[config.mk]
export PLATFORM = sky130hd
export DESIGN_NAME = ftc_mul
export DESIGN_NICKNAME = d
export VERILOG_FILES = /design/src/rtl/ftc_pkg.sv /design/src/rtl/ftc_mul.sv
export SDC_FILE = /design/constraint.sdc
export NUM_CORES = 1
export LEC_CHECK = 0
export ABC_AREA = 1
export BUFFER_PORTS_ARGS = -buffer_cell sky130_fd_sc_hd__clkbuf_2
export CAP_MARGIN = 20
export CORE_MARGIN = 2
export CORE_UTILIZATION = 50
export DETAILED_ROUTE_END_ITERATION = 16
export GPL_TIMING_DRIVEN = 0
export HOLD_SLACK_MARGIN = 0.03
export PLACE_DENSITY = 0.72
export SETUP_SLACK_MARGIN = 0.4
export SLEW_MARGIN = 30
export SYNTH_ARGS = -nofsm -noshare
export SYNTH_HDL_FRONTEND = slang
export SYNTH_SLANG_ARGS = --single-unit
[constraint.sdc]
create_clock -name clock -period 8.35 [get_ports clock]
set_clock_uncertainty 0.15 [all_clocks]
set_input_delay 0 -clock clock [delete_from_list [all_inputs] [get_ports clock]]
set_output_delay 0 -clock clock [all_outputs]
set_load 0.01 [all_outputs]
[src/rtl/ftc_pkg.sv]
// Shared types, constants and functions for the frequency response table correction block.
// Holds the log2 fraction table, the phase wrap helper and the sequencer states.
// Depends on nothing; ftc_mul, ftc_div and the top level import it, but ftc_ram does not.
`timescale 1ns / 1ps
`default_nettype none
package ftc_pkg;

   // Table size and log table resolution
   localparam int TABLE_POINTS   = 64;
   localparam int LOG_TABLE_BITS = 6;
   localparam int ADDR_W         = $clog2(TABLE_POINTS);
   localparam int CNT_W          = $clog2(TABLE_POINTS + 1);
   localparam int ROM_LEN        = (1 << LOG_TABLE_BITS) + 1;
   localparam int ROM_W          = 17;
   localparam int FRAC_W         = 16;
   localparam int LOG_W          = 22;
   localparam int MUL_A_W        = 31 - LOG_TABLE_BITS;
   localparam int MUL_B_W        = 18;
   localparam int MUL_P_W        = MUL_A_W + 1 + MUL_B_W;
   localparam int PHASE_W        = 19;

   // Phase constants in Q9.7 degrees
   localparam logic signed [PHASE_W-1:0] PHASE_HALF = 19'sd23040;
   localparam logic signed [PHASE_W-1:0] PHASE_FULL = 19'sd46080;

   // Commands
   localparam logic CMD_PROCESS = 1'b0;
   localparam logic CMD_WRITE   = 1'b1;

   // Register indexes
   localparam logic [1:0] CSR_POINT_COUNT = 2'd0;
   localparam logic [1:0] CSR_LOG_INTERP  = 2'd1;
   localparam logic [1:0] CSR_CLAMP       = 2'd2;

   typedef enum logic [1:0] {
      STATUS_OK        = 2'd0,
      STATUS_EMPTY     = 2'd1,
      STATUS_ZERO_FREQ = 2'd2,
      STATUS_RANGE     = 2'd3
   } status_type;

   typedef enum logic [4:0] {
      S_IDLE,
      S_SCAN,
      S_DECIDE,
      S_LOG_LOAD,
      S_LOG_NORM,
      S_LOG_MUL,
      S_LOG_ACC,
      S_LOG_DIVSET,
      S_DIV_START,
      S_DIV_WAIT,
      S_GAIN_LO,
      S_GAIN_HI,
      S_GAIN_SUM,
      S_CORR,
      S_PHASE,
      S_FIN,
      S_OUT
   } state_type;

   // One calibration point as stored in the table memory
   typedef struct packed {
      logic [31:0]        freq;
      logic [15:0]        gain;
      logic signed [15:0] phase;
   } point_type;

   localparam int POINT_W = $bits(point_type);

   // Divider request and response
   typedef struct packed {
      logic        start;
      logic [31:0] num;
      logic [31:0] den;
   } div_req_type;

   typedef struct packed {
      logic              done;
      logic [FRAC_W-1:0] quot;
   } div_rsp_type;

   typedef logic [ROM_W-1:0] log_rom_type [ROM_LEN];

   // Build log2(1 + k/2^B) in Q1.16 by repeated square and compare
   function automatic log_rom_type build_log_rom();
      log_rom_type rom;
      logic [63:0] y;
      logic [ROM_W-1:0] acc;
      for (int k = 0; k < ROM_LEN - 1; k++) begin
         y   = 64'(ROM_LEN - 1 + k) << (30 - LOG_TABLE_BITS);
         acc = '0;
         for (int b = 0; b < 16; b++) begin
            y   = (y * y) >> 30;
            acc = acc << 1;
            if (y >= (64'd2 << 30)) begin
               acc[0] = 1'b1;
               y      = y >> 1;
            end
         end
         rom[k] = acc;
      end
      rom[ROM_LEN-1] = 17'd65536;
      return rom;
   endfunction

   localparam log_rom_type LOG_ROM = build_log_rom();

   // Reduce a phase of less than one and a half turns into (-180, 180]
   function automatic logic signed [15:0] wrap_phase(input logic signed [PHASE_W-1:0] x);
      logic signed [PHASE_W-1:0] r;
      r = x;
      if (x > PHASE_HALF) begin
         r = x - PHASE_FULL;
      end else if (x <= -PHASE_HALF) begin
         r = x + PHASE_FULL;
      end
      return r[15:0];
   endfunction

endpackage
`default_nettype wire

[src/rtl/ftc_mul.sv]
// Shared registered multiplier: unsigned A operand times signed B operand.
// Depends on ftc_pkg for operand widths.
`timescale 1ns / 1ps
`default_nettype none
module ftc_mul
   import ftc_pkg::*;
(
   input  wire logic                       clock,
   input  wire logic [MUL_A_W-1:0]         op_a,
   input  wire logic signed [MUL_B_W-1:0]  op_b,
   output logic signed [MUL_P_W-1:0]       prod
);

   logic signed [MUL_P_W-1:0] prod_ff;
   logic signed [MUL_P_W-1:0] prod_in;

   // Extend A as a positive signed value, then multiply
   assign prod_in = $signed({1'b0, op_a}) * op_b;

   always_ff @(posedge clock) begin
      prod_ff <= prod_in;
   end

   assign prod = prod_ff;

endmodule
`default_nettype wire

== After elaboration in Yosys (flattened, before gate mapping) ==
Index checks and enable logic that the tools add are counted.

* Bits in registers: 44
* Output and inout bits: 44

* Multipliers: 1

{| class="wikitable"
|+ Operator list
! operator !! count
|-
| multiplier 26 x 18 -> 44 bit || 1
|}

== Depth between registers and ports, before layout ==
Gate-level depths: netlist (run 1).

* Depth after elaboration: 1
* Gate-level depth with buffers: 29

== Worst setup path before layout (run 1) ==
No wires, ideal clock.

* Path kind: input-to-reg
* Start: in op_a[24]
* End: reg prod_ff[39], in the netlist prod[39]
* Setup time: 0.112 ns
* Arrival: 4.886 ns
* Data required time: 8.088 ns
* Slack: 3.202 ns
* Stages: 27
* Path buffers: 2
* Cell sequence: clkbuf_1 buf_1 nand2_1 fa_1 inv_1 fa_1 inv_1 fa_1 inv_1 fa_1 fa_1 inv_1 fa_1 inv_1 ha_1 nand2_1 inv_1 nand2_1 inv_1 nand2_1 nand2_1 inv_1 nor2_1 nor2_1 nand2_1 nand2_1 nand2_1

* Word-level cells in the longest chain between the ends: 1

{| class="wikitable"
|+ RTL lines
! element !! line !! text
|-
| start: declaration || ftc_mul.sv:9 || <nowiki>input wire logic [MUL_A_W-1:0] op_a,</nowiki>
|-
| multiplier 26 x 18 -> 44 bit || ftc_mul.sv:18 || <nowiki>assign prod_in = $signed({1'b0, op_a}) * op_b;</nowiki>
|-
| named net prod_in[39] || ftc_mul.sv:15 || <nowiki>logic signed [MUL_P_W-1:0] prod_in;</nowiki>
|-
| end signal: assignment || ftc_mul.sv:21 || <nowiki>prod_ff <= prod_in;</nowiki>
|-
| end: declaration || ftc_mul.sv:14 || <nowiki>logic signed [MUL_P_W-1:0] prod_ff;</nowiki>
|}

The timed path passes the listed nets, and every way through them passes these cells.

== Worst setup path after layout (run 1) ==
* Start: in op_b[0]
* End: reg prod_ff[43], in the netlist prod[43]

* Word-level cells in the longest chain between the ends: 1

{| class="wikitable"
|+ RTL lines
! element !! line !! text
|-
| start: declaration || ftc_mul.sv:10 || <nowiki>input wire logic signed [MUL_B_W-1:0] op_b,</nowiki>
|-
| multiplier 26 x 18 -> 44 bit || ftc_mul.sv:18 ||
|-
| named net prod_in[43] || ftc_mul.sv:15 ||
|}

The timed path passes the listed nets, and every way through them passes these cells.

==> results of run 1 <==
[per-stage QoR]
| step | util [%] | cell area [um2] | setup WS [ps] |
|---|---|---|---|
| after global routing | 53.6 | 18000 | 1690 |
| after floorplan | - | 17000 | 3200 |
| after detailed placement | 53.0 | 17800 | 2030 |
| after global placement | 53.0 | 17800 | 2100 |
| final | 53.6 | 18000 | 1990 |
| after CTS | 53.6 | 18000 | 2040 |
[cells by family after synthesis]
kind of cell / share of synthesized area, %
AOI/OAI and AO/OA: 1.50
DFF: 5.19
adders and majority gates: 54.2
buffers and inverters: 19.0
and+or+nand+nor: 18.8
xor gates and xnor gates: 1.24
[final cells by class]
type | count | area (um2)
buffer | 103 | 387
clock buffer | 7 | 153
clock inverter | 1 | 30.0
fill | 3270 | 15600
inverter | 759 | 2850
multi-input combinational | 1389 | 12900
sequential | 44 | 881
tap | 448 | 561
timing repair buffer | 47 | 245
[cell usage in the layout, fill, tap and decap left out, drive strengths merged]
master	Yosys	final
xor2	18	18
nand3	28	28
o21ai	15	15
fa	368	368
a31oi	3	3
nand2	673	673
nand4	1	1
nor3	9	9
nor4	1	1
dlygate4sd3	0	2
clkinv	1	1
a21oi	29	29
nor2	77	77
nand2b	1	1
bufinv	0	1
dfxtp	44	44
buf	10	10
nand3b	2	2
xnor2	6	6
a21o	1	1
o21bai	1	1
inv	758	758
clkbuf	93	145
or2	9	9
ha	147	147
[cell usage after synthesis (all sizes together)]
master	instances
a21o	1
inv	758
clkinv	1
nand2	673
dfxtp	44
ha	147
clkbuf	93
nor4	1
xnor2	6
nand4	1
o21bai	1
xor2	18
buf	10
a31oi	3
a21oi	29
o21ai	15
nand3	28
nand3b	2
or2	9
nand2b	1
nor2	77
fa	368
nor3	9
[worst paths after layout]
path,slack (ps),from,end,depth (start not counted)
worst max-delay path,1990,op_b[0],prod[43]$_DFF_P_,26
worst min-delay path,180,op_b[1],prod[1]$_DFF_P_,4
[layer usage]
metal | up-vias | wire (um) | GRT usage, %
li1 | 6401 | - | -
met4 | 0 | 2850 | 13.4
met1 | 6894 | 18100 | 35.5
met3 | 153 | 4230 | 4.54
met2 | 626 | 22700 | 47.2
met5 | - | 0 | 0
==> results.md, run 1 <==
* Vias post-DR at about 14000
* Clk sinks at 44
* Final hold slack at roughly 180 ps
* Synth area leader: fa_1
* RSZ-0062 raised after global routing: false
* Root buf cell: clkbuf_16
* Worst hold path class: in -> reg
* Initial antenna violation count at 0
* Gp weighted congestion at 0.981
* Port bufs at 45
* # IOs at between 80 and 90
* Slowest CP cell: clkbuf_1
* CP required at 8390 ps
* Dpl cells at between 2000 and 3000
* TritonRoute pass-1 iters at 6
* Core area at ~34000 um2
* Worst EP arrival at around 6400 ps
* Total Nets Final at between 2000 and 3000
* Max incr delay on CP at ~580 ps
* # hold bufs at CTS at 2
* Vias/cell at about 5
* Startpoint types: input pin
* Die height at 188 um
* Vias in the first global route at roughly 15000
* WL final at around 48000 um
* Mapped Cells at 2295
* Die Width at 188 um
* Final slew viol count at 0
* Gr ovfl total at 0
* CTS tree: done
* Global-route usage over all layers at about 28%
* Setup TNS at 0 ps
* Max clock buf depth at 2
* Bufs and invs on worst path at 9
* Final setup violation count at 0
* Status: finished, final reports clean
* Syn Std Cell Area at 17000 um2
* Slew margin rel. at between 30 and 40%
* Non-Filler Instances at 2798
* Synth area leaders: fa_1 43%, inv_1 17%, nand2_1 14%, ha_1 11%, dfxtp_1 5.2%
* ANT nets after route at 0
* YS warnings at 0
* Clk pin slew, worst setup/hold paths at ~60 ps
* Hold Fails Final Rpt at 0
* Layout cells sized above 1 at 4.04%
* DRC at 0
* Drt initial violations at between 1000 and 1500
* CP Max Fanout at 10
* FF+latch count, synth at 44
* Final Critical Period at about 6400 ps
* Post-DR wirelength/cell at roughly 17 um
* CTS buffer count at 5
* Crit end category: register
* Worst Tran Pin Value at ~980 ps
* Cell mode on critical path: nand2_1
* Full die area at ~35000 um2
* Antenna Cells at 0
* Critical path class: in -> reg
* Std-Cell Rows at 67
* Largest net degree at the start of global routing at 14
* Post_cts resized at 0
* Syn_nets at around 2900
* Max Clock Freq at ~160 MHz
* Yosys top cell area share at between 40% and 50%
* Syn_area_per_cell at 7.40 um2
* Max capacitance violation total at 0
* H-tree levels at 2
* Delay-heaviest family, CP: adder cells
* Post-CTS Repair Setup Buffers at 0
* Final period util at ~76%
* Starting Density at 50.7%
* Synth-to-layout area growth at 5.82%
* First-pass GRT wire length at about 76000 um
* Max reg flops at 44
* Sequential area share after synthesis at under 10%
* Detailed Place HPWL at 40400 um
* Synth unique cells at 29
Power of run 1 is not shown: default switching activity piles up to over one toggle a cycle in this logic, so the estimate is an artifact.
==> run 2, diff against run 1 <==
Clock period 8.35 ns to 6 ns, I/O delays scaled along.
==> run 2 against run 1 <==
Compared with the run above: critical path depth down 3; setup slack worse by 1300 ps; hold slack worse by 150 ps; largest cell class unchanged.
==> results.md, run 2 (synthesis results as in run 1) <==
* Status: finished, final reports clean (unchanged)
* Vias/cell at 5.04 (was 5.03)
* Root buf cell: clkbuf_16 (unchanged)
* Global-route usage over all layers at 28.1% (about the same)
* Max capacitance violation total at 0 (unchanged)
* TritonRoute pass-1 iters at 5 (was 6)
* CTS buffer count at 5 (unchanged)
* H-tree levels at 2 (unchanged)
* Max Clock Freq at ~190 MHz
* Std-Cell Rows at 67 (unchanged)
* Hold Fails Final Rpt at 0 (unchanged)
* Max reg flops at 44 (unchanged)
* Layout cells sized above 1 at 8.21% (was 4.04%)
* Synth-to-layout area growth at 7.23% (was 5.82%)
* Final period util at around 89%
* Slew margin rel. at 57.5% (was 34.4%)
* Startpoint types: input pin (unchanged)
* Worst Tran Pin Value at 638 ps (was 984 ps)
* Vias post-DR at 14100 (about the same)
* Die Width at 188 um (unchanged)
* Post-CTS Repair Setup Buffers at 0 (unchanged)
* Post-DR wirelength/cell at 17.2 um (was 17.1 um)
* Worst hold path class: in -> reg (unchanged)
* First-pass GRT wire length at 76500 um (about the same)
* Worst EP arrival at 5390 ps (was 6390 ps)
* Final setup violation count at 0 (unchanged)
* Critical-path cell list: clkbuf_2, buf_4, nand2_1, fa_1, fa_1, fa_1, inv_1, fa_1, fa_1, inv_1, fa_1, inv_1, ha_1, nand2_2, inv_1, a21oi_1, nand2_1, nand2_1, nand3_2, nand2_1, nand2_1, nand2_1, nand2_1
* Full die area at 35500 um2 (unchanged)
* CP required at 6040 ps (was 8390 ps)
* DRC at 0 (unchanged)
* Total Nets Final at 2908 (unchanged)
* CTS tree: done (unchanged)
* Gp weighted congestion at 0.981 (unchanged)
* Detailed Place HPWL at 40400 um (unchanged)
* Setup WS pre-CTS at -323 ps (was 2030 ps)
* Drt initial violations at 1016 (was 1070)
* Max clock buf depth at 2 (unchanged)
* Largest net degree at the start of global routing at 14 (unchanged)
* Vias in the first global route at 14600 (about the same)
* Highest-count cells in the layout ignoring fill and taps: 757 x inv_1, 656 x nand2_1, 368 x fa_1 (unchanged)
* Commonest non-fill, non-tap cell in the layout: inv_1 (unchanged)
* Crit end category: register (unchanged)
* Clk pin slew, worst setup/hold paths at 70 ps (was 60 ps)
* Core area at 33500 um2 (unchanged)
* CP Max Fanout at 10 (unchanged)
* Starting Density at 50.7% (unchanged)
* Cell mode on critical path: nand2_1 (unchanged)
* Max incr delay on CP at 580 ps (about the same)
* Clk sinks at 44 (unchanged)
* WL final at 48000 um (was 47900 um)
* ANT nets after route at 0 (unchanged)
* Final Critical Period at 5350 ps
* Final slew viol count at 0 (unchanged)
* Slowest CP cell: fa_1 (was clkbuf_1)
* Port bufs at 45 (unchanged)
* Die height at 188 um (unchanged)
* Gr ovfl total at 0 (unchanged)
* # IOs at 88 (unchanged)
* Critical path class: in -> reg (unchanged)
* Final setup margin at 646 ps (was 1990 ps)
* Initial antenna violation count at 0 (unchanged)
* RSZ-0062 raised after global routing: true (was false)
-- run 2: cell count changes in the layout (fill, tap and decap cells not counted), sizes merged --
cell	delta
buf	+22
clkbuf	-22
diode	+1
-- run 2: area by class of cell --
class                   count  area [um2]
plain buffers             103         624
clock inverters             1        30.0
flip-flops and latches     44         881
diodes                      1        2.50
fillers                  3262       15300
repair buffers             47         245
well taps                 448         561
multi-input cells        1389       12900
inverters                 759        2850
clock buffers               7         153
-- run 2: worst max-delay path: cells and delay by family --
family	cells	cell delay (ps)
adders and majority gates	7	3530
and+or+nand+nor	9	860
buffers and inverters	6	780
AOI/OAI and AO/OA	1	200
-- run 2: per-layer routing --
| layer | up-vias | global-route usage (%) | part of all wire (%) |
|---|---|---|---|
| met2 | 606 | 47.0 | 47 |
| li1 | 6410 | - | - |
| met5 | - | 0 | 0 |
| met1 | 6927 | 36.0 | 39 |
| met3 | 151 | 3.97 | 8.0 |
| met4 | 0 | 13.9 | 6.0 |
-- run 2: path summary, 6_finish.rpt --
kind              cells past startpoint  slack [ps]          endpoint  startpoint
hold / removal                        4          20   prod[1]$_DFF_P_     op_b[1]
setup / recovery                     23         650  prod[41]$_DFF_P_    op_a[12]
-- run 2: metrics by stage --
step / instance area [um2] / TNS, ps / util [%] / std cells / hold WS (ps)
2_1_floorplan: 17000 / 0 / - / 2295 / 126
3_3_place_gp: 17800 / -3350 / 53.0 / 2788 / 239
3_5_place_dp: 17800 / -5480 / 53.0 / 2788 / 237
4_1_cts: 18100 / 0 / 53.8 / 2798 / 114
5_1_grt: 18200 / 0 / 54.3 / 2798 / 58.5
6_report: 18200 / 0 / 54.3 / 2799 / 24.4
-- run 2: repair_timing --
| item | 4_1_cts | 5_1_grt |
|---|---|---|
| gates resized for setup | 62 | 178 |
| endpoints found under the setup margin | 30 | 28 |
| hold buffers | 2 | 0 |
| endpoints found under the hold margin | 1 | 0 |
Power of run 2 is left out for the same reason.
