`src/rtl/ftc_pkg.sv`:
```
// Shared types, constants and functions for the frequency response table correction block.
// Holds the log2 fraction table, the phase wrap helper and the sequencer states.
// Depends on nothing; ftc_mul, ftc_div and the top level import it, but ftc_ram does not.
`timescale 1ns / 1ps
`default_nettype none
package ftc_pkg;

   // Table size and log table resolution
   localparam int TABLE_POINTS   = 64;
   localparam int LOG_TABLE_BITS = 6;
   localparam int ADDR_W         = $clog2(TABLE_POINTS);
   localparam int CNT_W          = $clog2(TABLE_POINTS + 1);
   localparam int ROM_LEN        = (1 << LOG_TABLE_BITS) + 1;
   localparam int ROM_W          = 17;
   localparam int FRAC_W         = 16;
   localparam int LOG_W          = 22;
   localparam int MUL_A_W        = 31 - LOG_TABLE_BITS;
   localparam int MUL_B_W        = 18;
   localparam int MUL_P_W        = MUL_A_W + 1 + MUL_B_W;
   localparam int PHASE_W        = 19;

   // Phase constants in Q9.7 degrees
   localparam logic signed [PHASE_W-1:0] PHASE_HALF = 19'sd23040;
   localparam logic signed [PHASE_W-1:0] PHASE_FULL = 19'sd46080;

   // Commands
   localparam logic CMD_PROCESS = 1'b0;
   localparam logic CMD_WRITE   = 1'b1;

   // Register indexes
   localparam logic [1:0] CSR_POINT_COUNT = 2'd0;
   localparam logic [1:0] CSR_LOG_INTERP  = 2'd1;
   localparam logic [1:0] CSR_CLAMP       = 2'd2;

   typedef enum logic [1:0] {
      STATUS_OK        = 2'd0,
      STATUS_EMPTY     = 2'd1,
      STATUS_ZERO_FREQ = 2'd2,
      STATUS_RANGE     = 2'd3
   } status_type;

   typedef enum logic [4:0] {
      S_IDLE,
      S_SCAN,
      S_DECIDE,
      S_LOG_LOAD,
      S_LOG_NORM,
      S_LOG_MUL,
      S_LOG_ACC,
      S_LOG_DIVSET,
      S_DIV_START,
      S_DIV_WAIT,
      S_GAIN_LO,
      S_GAIN_HI,
      S_GAIN_SUM,
      S_CORR,
      S_PHASE,
      S_FIN,
      S_OUT
   } state_type;

   // One calibration point as stored in the table memory
   typedef struct packed {
      logic [31:0]        freq;
      logic [15:0]        gain;
      logic signed [15:0] phase;
   } point_type;

   localparam int POINT_W = $bits(point_type);

   // Divider request and response
   typedef struct packed {
      logic        start;
      logic [31:0] num;
      logic [31:0] den;
   } div_req_type;

   typedef struct packed {
      logic              done;
      logic [FRAC_W-1:0] quot;
   } div_rsp_type;

   typedef logic [ROM_W-1:0] log_rom_type [ROM_LEN];

   // Build log2(1 + k/2^B) in Q1.16 by repeated square and compare
   function automatic log_rom_type build_log_rom();
      log_rom_type rom;
      logic [63:0] y;
      logic [ROM_W-1:0] acc;
      for (int k = 0; k < ROM_LEN - 1; k++) begin
         y   = 64'(ROM_LEN - 1 + k) << (30 - LOG_TABLE_BITS);
         acc = '0;
         for (int b = 0; b < 16; b++) begin
            y   = (y * y) >> 30;
            acc = acc << 1;
            if (y >= (64'd2 << 30)) begin
               acc[0] = 1'b1;
               y      = y >> 1;
            end
         end
         rom[k] = acc;
      end
      rom[ROM_LEN-1] = 17'd65536;
      return rom;
   endfunction

   localparam log_rom_type LOG_ROM = build_log_rom();

   // Reduce a phase of less than one and a half turns into (-180, 180]
   function automatic logic signed [15:0] wrap_phase(input logic signed [PHASE_W-1:0] x);
      logic signed [PHASE_W-1:0] r;
      r = x;
      if (x > PHASE_HALF) begin
         r = x - PHASE_FULL;
      end else if (x <= -PHASE_HALF) begin
         r = x + PHASE_FULL;
      end
      return r[15:0];
   endfunction

endpackage
`default_nettype wire

```
`src/rtl/ftc_div.sv`:
```
// Restoring divider, one quotient bit a cycle, for a numerator below the divisor.
// Gives floor(num * 2^16 / den); depends on ftc_pkg for the request types.
`timescale 1ns / 1ps
`default_nettype none
module ftc_div
   import ftc_pkg::*;
(
   input  wire logic        clock,
   input  wire logic        reset,
   input  wire div_req_type req,
   output div_rsp_type      rsp
);

   localparam int STEP_W = $clog2(FRAC_W + 1);

   logic              busy_ff;
   logic              done_ff;
   logic [STEP_W-1:0] step_ff;
   logic [32:0]       rem_ff;
   logic [31:0]       den_ff;
   logic [FRAC_W-1:0] quot_ff;
   logic [32:0]       shifted;
   logic              take;

   // Double the remainder and try the divisor
   assign shifted = {rem_ff[31:0], 1'b0};
   assign take    = shifted >= {1'b0, den_ff};

   // Control state
   always_ff @(posedge clock) begin
      if (reset) begin
         busy_ff <= 1'b0;
         done_ff <= 1'b0;
         step_ff <= '0;
      end else begin
         done_ff <= 1'b0;
         if (req.start) begin
            busy_ff <= 1'b1;
            step_ff <= STEP_W'(FRAC_W);
         end else if (busy_ff) begin
            step_ff <= step_ff - 1'b1;
            if (step_ff == STEP_W'(1)) begin
               busy_ff <= 1'b0;
               done_ff <= 1'b1;
            end
         end
      end
   end

   // Remainder and quotient
   always_ff @(posedge clock) begin
      if (req.start) begin
         rem_ff  <= {1'b0, req.num};
         den_ff  <= req.den;
         quot_ff <= '0;
      end else if (busy_ff) begin
         rem_ff  <= take ? shifted - {1'b0, den_ff} : shifted;
         quot_ff <= {quot_ff[FRAC_W-2:0], take};
      end
   end

   assign rsp.done = done_ff;
   assign rsp.quot = quot_ff;

endmodule
`default_nettype wire

```
`config.mk`:
```
export PLATFORM = sky130hd
export DESIGN_NAME = ftc_div
export DESIGN_NICKNAME = d
export VERILOG_FILES = /design/src/rtl/ftc_pkg.sv /design/src/rtl/ftc_div.sv
export SDC_FILE = /design/constraint.sdc
export NUM_CORES = 1
export LEC_CHECK = 0
export ABC_AREA = 1
export BUFFER_PORTS_ARGS = -buffer_cell sky130_fd_sc_hd__buf_4
export CORE_MARGIN = 5
export CORE_UTILIZATION = 50
export DETAILED_ROUTE_END_ITERATION = 12
export MAX_ROUTING_LAYER = met4
export PLACE_DENSITY = 0.83
export SLEW_MARGIN = 25
export SYNTH_ARGS = -nofsm -noshare
export SYNTH_HDL_FRONTEND = slang
export SYNTH_SLANG_ARGS = --single-unit
```
`constraint.sdc`:
```
create_clock -name clock -period 3.2 [get_ports clock]
set_input_delay 0.48 -clock clock [delete_from_list [all_inputs] [get_ports clock]]
set_output_delay 0.48 -clock clock [all_outputs]
set_load 0.01 [all_outputs]
```
# Word-level counts from Yosys, hierarchy flattened
# Index checks and enable logic that the tools add are counted.
[totals]
ff_bits = 87
out_inout_bits = 17
wordCells = 24
[op_classes]
addsub = 2
order_cmp = 1
eq_ne = 1
muxes = 9
bitwise_logic = 1
reduce_logical = 3
[ops]
columns = ["op", "n"]
rows = [
  ["two-way mux 32 bit", 3],
  [">= comparator 33 x 32 -> 1 bit", 1],
  ["subtractor 32 bit", 1],
  ["two-way mux 5 bit", 2],
  ["== test 5 x 1 -> 1 bit, second input constant", 1],
  ["subtractor 5 x 1 -> 5 bit, second input constant", 1],
  ["two-way mux 1 bit", 4],
  ["OR reduction 3 bit", 1],
  ["nonzero test 2 bit", 1],
  ["OR reduction 2 bit", 1],
  ["inverter 1 bit", 1],
]

# Depth between registers and ports, before layout
# Gate-level depths: netlist (run 1).
[logic_depth]
depth_word = 4
ltp_mapped = 17
depth_no_buf = 16

# Least setup slack after synthesis (run 1)
# No wires, ideal clock.
[synth_timing]
kind = "input to register"
startpoint = "in req[64] (netlist bit)"
endpoint = "reg rem_ff[0] (enable)"
arrival_time_ns = 2.179
slack_ns = 0.612
stages = 5
path_buffers = 3
path_cell_list = "clkbuf_1 inv_1 buf_2 nand2_1 clkbuf_1"
[synth_via]
elab_chain_len = 1
[synth_lines]
columns = ["item", "line", "rtl"]
rows = [
  ["from (decl)", "ftc_div.sv:10", "input wire div_req_type req,"],
  ["nonzero test 2 bit (no line)", "n/a", ""],
  ["to (signal assigned)", "ftc_div.sv:53", "rem_ff <= {1'b0, req.num};"],
  ["to (signal assigned)", "ftc_div.sv:57", "rem_ff <= take ? shifted - {1'b0, den_ff} : shifted;"],
  ["to (decl)", "ftc_div.sv:19", "logic [32:0] rem_ff;"],
]
# Every way passes these cells.
# A chain may end at the register's enable or synchronous reset.

# Final worst setup path (run 1)
[layout_timing]
startpoint = "reg rem_ff[22]"
endpoint = "reg rem_ff[27], data pin"
[layout_via]
elab_chain_len = 4
[layout_lines]
columns = ["item", "line", "rtl"]
rows = [
  ["subtractor 32 bit / >= comparator 33 x 32 -> 1 bit (equally long branches)", "ftc_div.sv:57, ftc_div.sv:27", ""],
  ["two-way mux 32 bit (*)", "ftc_div.sv:57", ""],
  ["two-way mux 32 bit (*)", "ftc_div.sv:56", "end else if (busy_ff) begin"],
  ["two-way mux 32 bit (*)", "ftc_div.sv:52", "if (req.start) begin"],
]
# Mark *: on every way between the ends. The rest lies on a longest branch, timed or not. The select of a mux whose other input is x is not followed.

==> results of run 1 <==
[kinds of logic (layout without fill, tap and decap cells)]
kind of cell	Yosys count	in the layout	synth area share, %
other cells	0	1	0
flops	87	87	37.55
simple gates	512	512	35.65
compound gates	47	47	4.338
buf+inv	210	296	13.23
fa+ha+maj	35	35	7.020
xor+xnor	16	16	2.209
[Yosys cell counts (2+ instances only)]
library cell	instances	area share (%)
sky130_fd_sc_hd__buf_2	8	0.63
sky130_fd_sc_hd__nand3b_1	25	3.0
sky130_fd_sc_hd__nand3_1	67	5.3
sky130_fd_sc_hd__xnor2_1	13	1.8
sky130_fd_sc_hd__nand2_2	9	0.89
sky130_fd_sc_hd__ha_1	34	6.7
sky130_fd_sc_hd__inv_1	187	11
sky130_fd_sc_hd__inv_2	3	0.18
sky130_fd_sc_hd__o22ai_1	14	1.4
sky130_fd_sc_hd__o21bai_1	3	0.35
sky130_fd_sc_hd__a21oi_1	19	1.5
sky130_fd_sc_hd__clkbuf_1	6	0.35
sky130_fd_sc_hd__nor2_2	4	0.39
sky130_fd_sc_hd__buf_6	5	0.89
sky130_fd_sc_hd__nand4_1	9	0.89
sky130_fd_sc_hd__nand2_1	326	19
sky130_fd_sc_hd__dfxtp_1	23	7.3
sky130_fd_sc_hd__xor2_1	3	0.41
sky130_fd_sc_hd__nand3_2	7	1.1
sky130_fd_sc_hd__or2_2	2	0.20
sky130_fd_sc_hd__o21a_1	2	0.24
sky130_fd_sc_hd__nor2_1	48	2.8
sky130_fd_sc_hd__and2_1	5	0.49
sky130_fd_sc_hd__nor2_4	2	0.35
sky130_fd_sc_hd__o21ai_0	4	0.32
sky130_fd_sc_hd__edfxtp_1	64	30
sky130_fd_sc_hd__nor3_1	5	0.39
[worst paths after layout]
check | start | end | slack, ns | depth (start not counted)
worst min register to register | step_ff[4]$_SDFFE_PP0P_ | step_ff[4]$_SDFFE_PP0P_ | 0.48 | 2
worst min-delay path | reset | step_ff[4]$_SDFFE_PP0P_ | 0.29 | 2
worst max-delay path | rem_ff[22]$_DFFE_PP_ | rem_ff[27]$_DFFE_PP_ | 0.64 | 10
worst max register to register | rem_ff[22]$_DFFE_PP_ | rem_ff[27]$_DFFE_PP_ | 0.64 | 10
[state kept, by name, indices dropped and copies added, names as in the netlist]
signal and flops:
rem_ff 32, quot_ff 16, den_ff 32, busy_ff 1, step_ff 5, done_ff 1
[area by class of cell]
type | count | area share, %
Antenna cell | 1 | 0.03382
Tap cell | 172 | 2.909
Inverter | 190 | 9.640
Clock buffer | 11 | 3.146
Clock inverter | 5 | 0.5243
Multi-Input combinational cell | 610 | 42.25
Sequential cell | 87 | 32.20
Timing Repair Buffer | 90 | 9.302
[worst reg2reg max path, stage by stage, from the launching register on]
cell and delay (ns):
sky130_fd_sc_hd__edfxtp_1 0.42, sky130_fd_sc_hd__ha_1 0.43, sky130_fd_sc_hd__nand2_1 0.16, sky130_fd_sc_hd__nor2_1 0.22
sky130_fd_sc_hd__nand2_1 0.11, sky130_fd_sc_hd__nor3_2 0.13, sky130_fd_sc_hd__nand2_2 0.27, sky130_fd_sc_hd__nand2_8 0.30
sky130_fd_sc_hd__nand3_1 0.12, sky130_fd_sc_hd__nand2_1 0.09, sky130_fd_sc_hd__nand2_1 0.06
[stage by stage]
stage	utilization, %	worst slack [ns]	area (µm²)	power [W]	std cells
6_report	59.11	0.6418	7398	0.004358	1166
5_1_grt	59.11	0.4789	7398	0.004708	1166
4_1_cts	59.09	0.6041	7396	0.004374	1165
3_5_place_dp	56.92	0.6536	7124	0.003361	1149
3_3_place_gp	56.92	0.7100	7124	0.003320	1149
2_1_floorplan	-	0.6120	6345	0.002915	907
[power groups by stage]
| stage | Combinational (W) | Clock, W | Sequential, W |
|---|---|---|---|
| finish | 0.00191 | 0.000996 | 0.00145 |
| global route | 0.00218 | 0.00106 | 0.00147 |
| CTS | 0.00190 | 0.00102 | 0.00145 |
| detailed placement | 0.00189 | 0 | 0.00147 |
| global placement | 0.00185 | 0 | 0.00147 |
| floorplan | 0.00146 | 0 | 0.00145 |
[per-layer routing]
metal	share of wire, %	routed length [µm]	up-vias
li1	-	-	2994
met1	44	7165	2600
met2	47	7661	162
met3	6.3	1026	25
met4	2.0	325	0
met5	0	0	-
==> impl_metrics.csv, run 1 <==
group,metric,value,unit
power,switching_share,39.65,%
sta,worst_rel_slew_slack,67.77,%
critical_path,cp_data_arrival_time,2.67,ns
synthesis,postSynth.asyncResetShare,0,%
synthesis,yosys.cell_types.count,37,
route,avgRoutedWirePerCell,13.87,µm
synthesis,synthFlopType,"sky130_fd_sc_hd__edfxtp_1",
sta,final.min_clock_period,2.558,ns
floorplanning,initial_utilization,50.69,%
route,first_pass_iters,5,
route,final_wl,16180,µm
final_layout,layout.cells.most_common,"sky130_fd_sc_hd__nand2_1",
sta,fin_worst_hold_slack,0.2922,ns
clock_network,clock_tree.root_cell,"sky130_fd_sc_hd__clkbuf_16",
global_routing,grt_pass1_vias,5769,
sta,setup_tns,0,ns
final_layout,final_nets,1090,
power,internal-power,0.002630,W
power,pwr-share-comb,43.8,%
synthesis,syn_inst,907,
final_layout,area.growth.synth_to_final,16.60,%
power,powerDensity,589.0,mW/mm²
floorplanning,floorplan.io_pins,84,
global_routing,grt_first_pass_wirelength,26880,µm
synthesis,synth_warnings,0,
final_layout,layout-drive-gt1-share,13.60,%
clock_network,clk-insertion-delay-late,0.36,ns
route,dr_total_vias,5781,
floorplanning,design.core.area,0.01252,mm²
clock_network,cts_hold_repair.buffers,0,
floorplanning,die_y,122.7,µm
sta,min_period_over_period,79.94,%
place,detailedPlacementHpwl,12680,µm
sta,drv_slew,0,
job,drv_cap,0,
critical_path,cp_common_cell,"sky130_fd_sc_hd__nand2_1",
sta,unrepaired_setup_endpoints_after_global_routing,"false",
final_layout,num-fill-cells,1216,
floorplanning,rows,41,
synthesis,postSynthRegisterBits,87,
global_routing,grt_usage,23.45,%
place,placement.io_buffers,83,
clock_network,post_cts_resized,0,
sta,fmax,0.3909,GHz
global_routing,grt_met1_usage,29.15,%
critical_path,cp_max_fo,33,
route,avgViaCountPerCell,4.958,
global_routing,grt_busiest_layer,"met2",
global_routing,grt.met2_usage,37.89,%
synthesis,seq_area_frac_synth,37.55,%
route,post_detailed_route_count_of_antenna_violating_nets,0,
clock_network,htreeDepth,3,
clock_network,cts_tree,"yes",
power,power.share.sequential,33.3,%
critical_path,worst_path_dominant_cell_family,"simple AND/OR/NAND/NOR gates",
critical_path,crit_type,"register to register",
hold_path,hold_path_class,"primary input to register",
synthesis,synth_enable_flop_cells,64,
floorplanning,dieWidth,122.7,µm
clock_network,numCtsBuffers,9,
route,drt-initial-drc-count,426,
critical_path,cp_data_required_time,3.31,ns
critical_path,path_cells,"ha_1 -> nand2_1 -> nor2_1 -> nand2_1 -> nor3_2 -> nand2_2 -> nand2_8 -> nand3_1 -> nand2_1 -> nand2_1",
final_layout,multi_input_comb_area,0.003126,mm²
sta,largest_clock_skew_in_the_final_design,0.008677,ns
power,vdd.ir_drop.worst,0.4190,mV
power,switchingPower,0.001728,W
power,proportion_of_power_drawn_by_the_clock_network,22.9,%
power,cellLeakagePower,3.909,nW
status,run_status,"completed",
synthesis,syn_avg_cell_area,6.995,µm²
critical_path,setup.worst_path.start_class,"register",
floorplanning,die_area,0.01504,mm²
global_routing,grt_use_met3,5.945,%
critical_path,critical_path_buf_inv_count,0,
global_routing,grt_antenna_before_repair,1,
critical_path,timing.critical_path.slowest_cell_delay,0.43,ns
final_layout,seqCellArea,0.002382,mm²
critical_path,crit_slowest_cell,"sky130_fd_sc_hd__ha_1",
clock_network,cts_setup_buffers,0,
synthesis,synthesis.nets,1009,
clock_network,cts.path.max_buffers,2,
route,drcViolationCount,0,
sta,hold_viol,0,
critical_path,crit_path_end_kind,"register",
synthesis,netlist_area,0.006345,mm²
global_routing,grt_max_degree,35,
sta,tightestPinTransition,0.4823,ns
place,routability_congestion,0.9378,
final_layout,mostFrequentLayoutCells,"sky130_fd_sc_hd__nand2_1 (325), sky130_fd_sc_hd__inv_1 (187), sky130_fd_sc_hd__buf_4 (89)",
global_routing,global_route.overflow_total,0,
clock_network,cts.clk_slew.worst_paths,0.07,ns
sta,setup-violations-final,0,
clock_network,cts.sink_count,87,
Power figures use the tool's default switching activity.
==> run 2: changes to the inputs <==
==> constraint.sdc (replaced) <==
create_clock -name clock -period 2.6 [get_ports clock]
set_input_delay 0.39 -clock clock [delete_from_list [all_inputs] [get_ports clock]]
set_output_delay 0.39 -clock clock [all_outputs]
set_load 0.01 [all_outputs]
==> run 2 against run 1 <==
Combinational power increased by 22%. First-iteration DRC count shrank 13%. Power up 24%. Hold slack got worse by 0.098 ns. Clock-buffer cell count is the same. Sequential share of layout area decreased by 0.087 points. Setup slack got worse by 0.44 ns. Core utilization increased by 0.16 points. Fmax grew 6.5%. Die area stayed put. Sequential cell count unchanged. Cell count barely moved. Critical endpoint is now rem_ff[25]$_DFFE_PP_. Largest cell class unchanged. Highest routed layer unchanged.
==> impl_metrics.csv, run 2 (synthesized netlist as in run 1, its figures left out) <==
group,metric,value,unit
critical_path,timing.critical_path.slowest_cell_delay,0.38,ns
clock_network,clock_tree.root_cell,"sky130_fd_sc_hd__clkbuf_16",
status,run_status,"completed",
clock_network,cts_tree,"yes",
clock_network,cts_hold_repair.buffers,0,
final_layout,area.growth.synth_to_final,16.92,%
critical_path,crit_slowest_cell,"sky130_fd_sc_hd__edfxtp_1",
clock_network,cts.sink_count,87,
global_routing,grt_usage,22.50,%
power,post-layout-total-power,0.005382,W
floorplanning,initial_utilization,50.69,%
final_layout,layout_top_registers,"den_ff (32), rem_ff (32), quot_ff (16)",
route,post_detailed_route_count_of_antenna_violating_nets,0,
critical_path,startpoint_of_the_worst_slack_reg_to_reg_timing_path,"rem_ff[6]$_DFFE_PP_",
global_routing,grt_max_degree,66,
place,detailedPlacementHpwl,12270,µm
hold_path,hold_path_class,"primary input to register",
floorplanning,rows,41,
critical_path,r2r_end,"rem_ff[25]$_DFFE_PP_",
floorplanning,dieWidth,122.7,µm
critical_path,reg2regPathDepth,12,
clock_network,cts_setup_buffers,0,
sta,largest_clock_skew_in_the_final_design,0.01366,ns
critical_path,crit_type,"register to register",
final_layout,mostFrequentLayoutCells,"sky130_fd_sc_hd__nand2_1 (325), sky130_fd_sc_hd__inv_1 (187), sky130_fd_sc_hd__buf_4 (88)",
final_layout,design_area,0.007418,mm²
place,placement.io_buffers,83,
sta,fin_worst_hold_slack,0.1947,ns
final_layout,num-fill-cells,1194,
clock_network,clk-insertion-delay-late,0.36,ns
sta,final.min_clock_period,2.401,ns
critical_path,crit_path_start,"rem_ff[6]$_DFFE_PP_",
critical_path,critical_path_buf_inv_count,0,
sta,drv_slew,0,
critical_path,crit_path_end_kind,"register",
clock_network,post_cts_resized,0,
critical_path,cp_common_cell,"sky130_fd_sc_hd__nand2_1",
route,drt-initial-drc-count,371,
clock_network,htreeDepth,3,
clock_network,cts.path.max_buffers,2,
route,avgRoutedWirePerCell,13.49,µm
sta,setup-violations-final,0,
place,routability_congestion,1.013,
floorplanning,die_y,122.7,µm
power,vdd.ir_drop.worst,0.4927,mV
global_routing,grt_first_pass_wirelength,25790,µm
global_routing,grt_antenna_before_repair,0,
route,drcViolationCount,0,
critical_path,worst-path-stages,12,
critical_path,setup.worst_path.start_class,"register",
sta,tightestPinTransition,0.6974,ns
clock_network,cts.clk_slew.worst_paths,0.07,ns
sta,setup_tns,0,ns
sta,unrepaired_setup_endpoints_after_global_routing,"false",
critical_path,worst_path_dominant_cell_family,"simple AND/OR/NAND/NOR gates",
critical_path,cp_data_required_time,2.71,ns
sta,hold_viol,0,
floorplanning,floorplan.io_pins,84,
sta,worst_rel_slew_slack,53.51,%
floorplanning,die_area,0.01504,mm²
final_layout,layout.cells.most_common,"sky130_fd_sc_hd__nand2_1",
route,avgViaCountPerCell,4.888,
power,powerDensity,725.5,mW/mm²
final_layout,ant_cells,0,
power,cellLeakagePower,3.916,nW
job,drv_cap,0,
global_routing,grt_pass1_vias,5553,
route,final_wl,15720,µm
critical_path,regToRegSetupSlack,0.20,ns
critical_path,cp_data_arrival_time,2.51,ns
critical_path,path_cells,"ha_1 -> nand2_1 -> nor2_1 -> nand3_1 -> nor2_1 -> nand2_1 -> nor2_4 -> nor2_4 -> nand2_8 -> nand3_1 -> nand2_1 -> nand2_1",
place,postPlaceCellArea,0.007124,mm²
route,first_pass_iters,5,
route,dr_total_vias,5694,
clock_network,numCtsBuffers,9,
final_layout,multi_input_comb_area,0.003126,mm²
sta,fmax,0.4165,GHz
global_routing,global_route.overflow_total,0,
critical_path,critPathCapture,"rem_ff[25]$_DFFE_PP_",
sta,min_period_over_period,92.35,%
final_layout,postLayoutCoreUtil,59.27,%
floorplanning,design.core.area,0.01252,mm²
final_layout,seqCellArea,0.002382,mm²
final_layout,final_nets,1090,
critical_path,cp_max_fo,33,
final_layout,layout-drive-gt1-share,13.60,%
==> run 2: power breakdown <==
part	total, W	internal [W]	switching (W)
combinational	0.00233	0.000873	0.00145
clock	0.00127	0.000711	0.000558
sequential	0.00179	0.00171	0.0000827
==> run 2: through the flow <==
| stage | setup slack, ns | std cells |
|---|---|---|
| floorplan | 0.1020 | 907 |
| global placement | 0.2345 | 1149 |
| detailed placement | 0.2000 | 1149 |
| CTS | 0.1713 | 1165 |
| global route | 0.03510 | 1165 |
| finish | 0.1990 | 1165 |
==> run 2: per-layer routing <==
layer,GRT usage (%),wire [µm],vias to the layer above
li1,-,-,2985
met1,28.52,7204,2533
met2,36.07,7279,149
met3,4.332,894,27
met4,7.978,342,0
met5,-,0,-
==> run 2: worst min path at each step <==
stage	start	endpoint	slack (ns)	cells after the start
after floorplan	step_ff[4]$_SDFFE_PP0P_	step_ff[4]$_SDFFE_PP0P_	0.44	2
after global placement	step_ff[4]$_SDFFE_PP0P_	step_ff[4]$_SDFFE_PP0P_	0.46	2
after detailed placement	step_ff[4]$_SDFFE_PP0P_	step_ff[4]$_SDFFE_PP0P_	0.48	2
after CTS	reset	step_ff[4]$_SDFFE_PP0P_	0.18	2
after global routing	req[0]	den_ff[0]$_DFFE_PP_	0.20	1
final	reset	step_ff[4]$_SDFFE_PP0P_	0.19	2
==> run 2: final cells by class <==
cell class,count,share of cell area (%)
clock buffers,11,3.424
clock inverters,5,0.4891
inverters,190,9.614
multi-input cells,610,42.13
flip-flops and latches,87,32.11
well taps,172,2.901
repair buffers,90,9.327
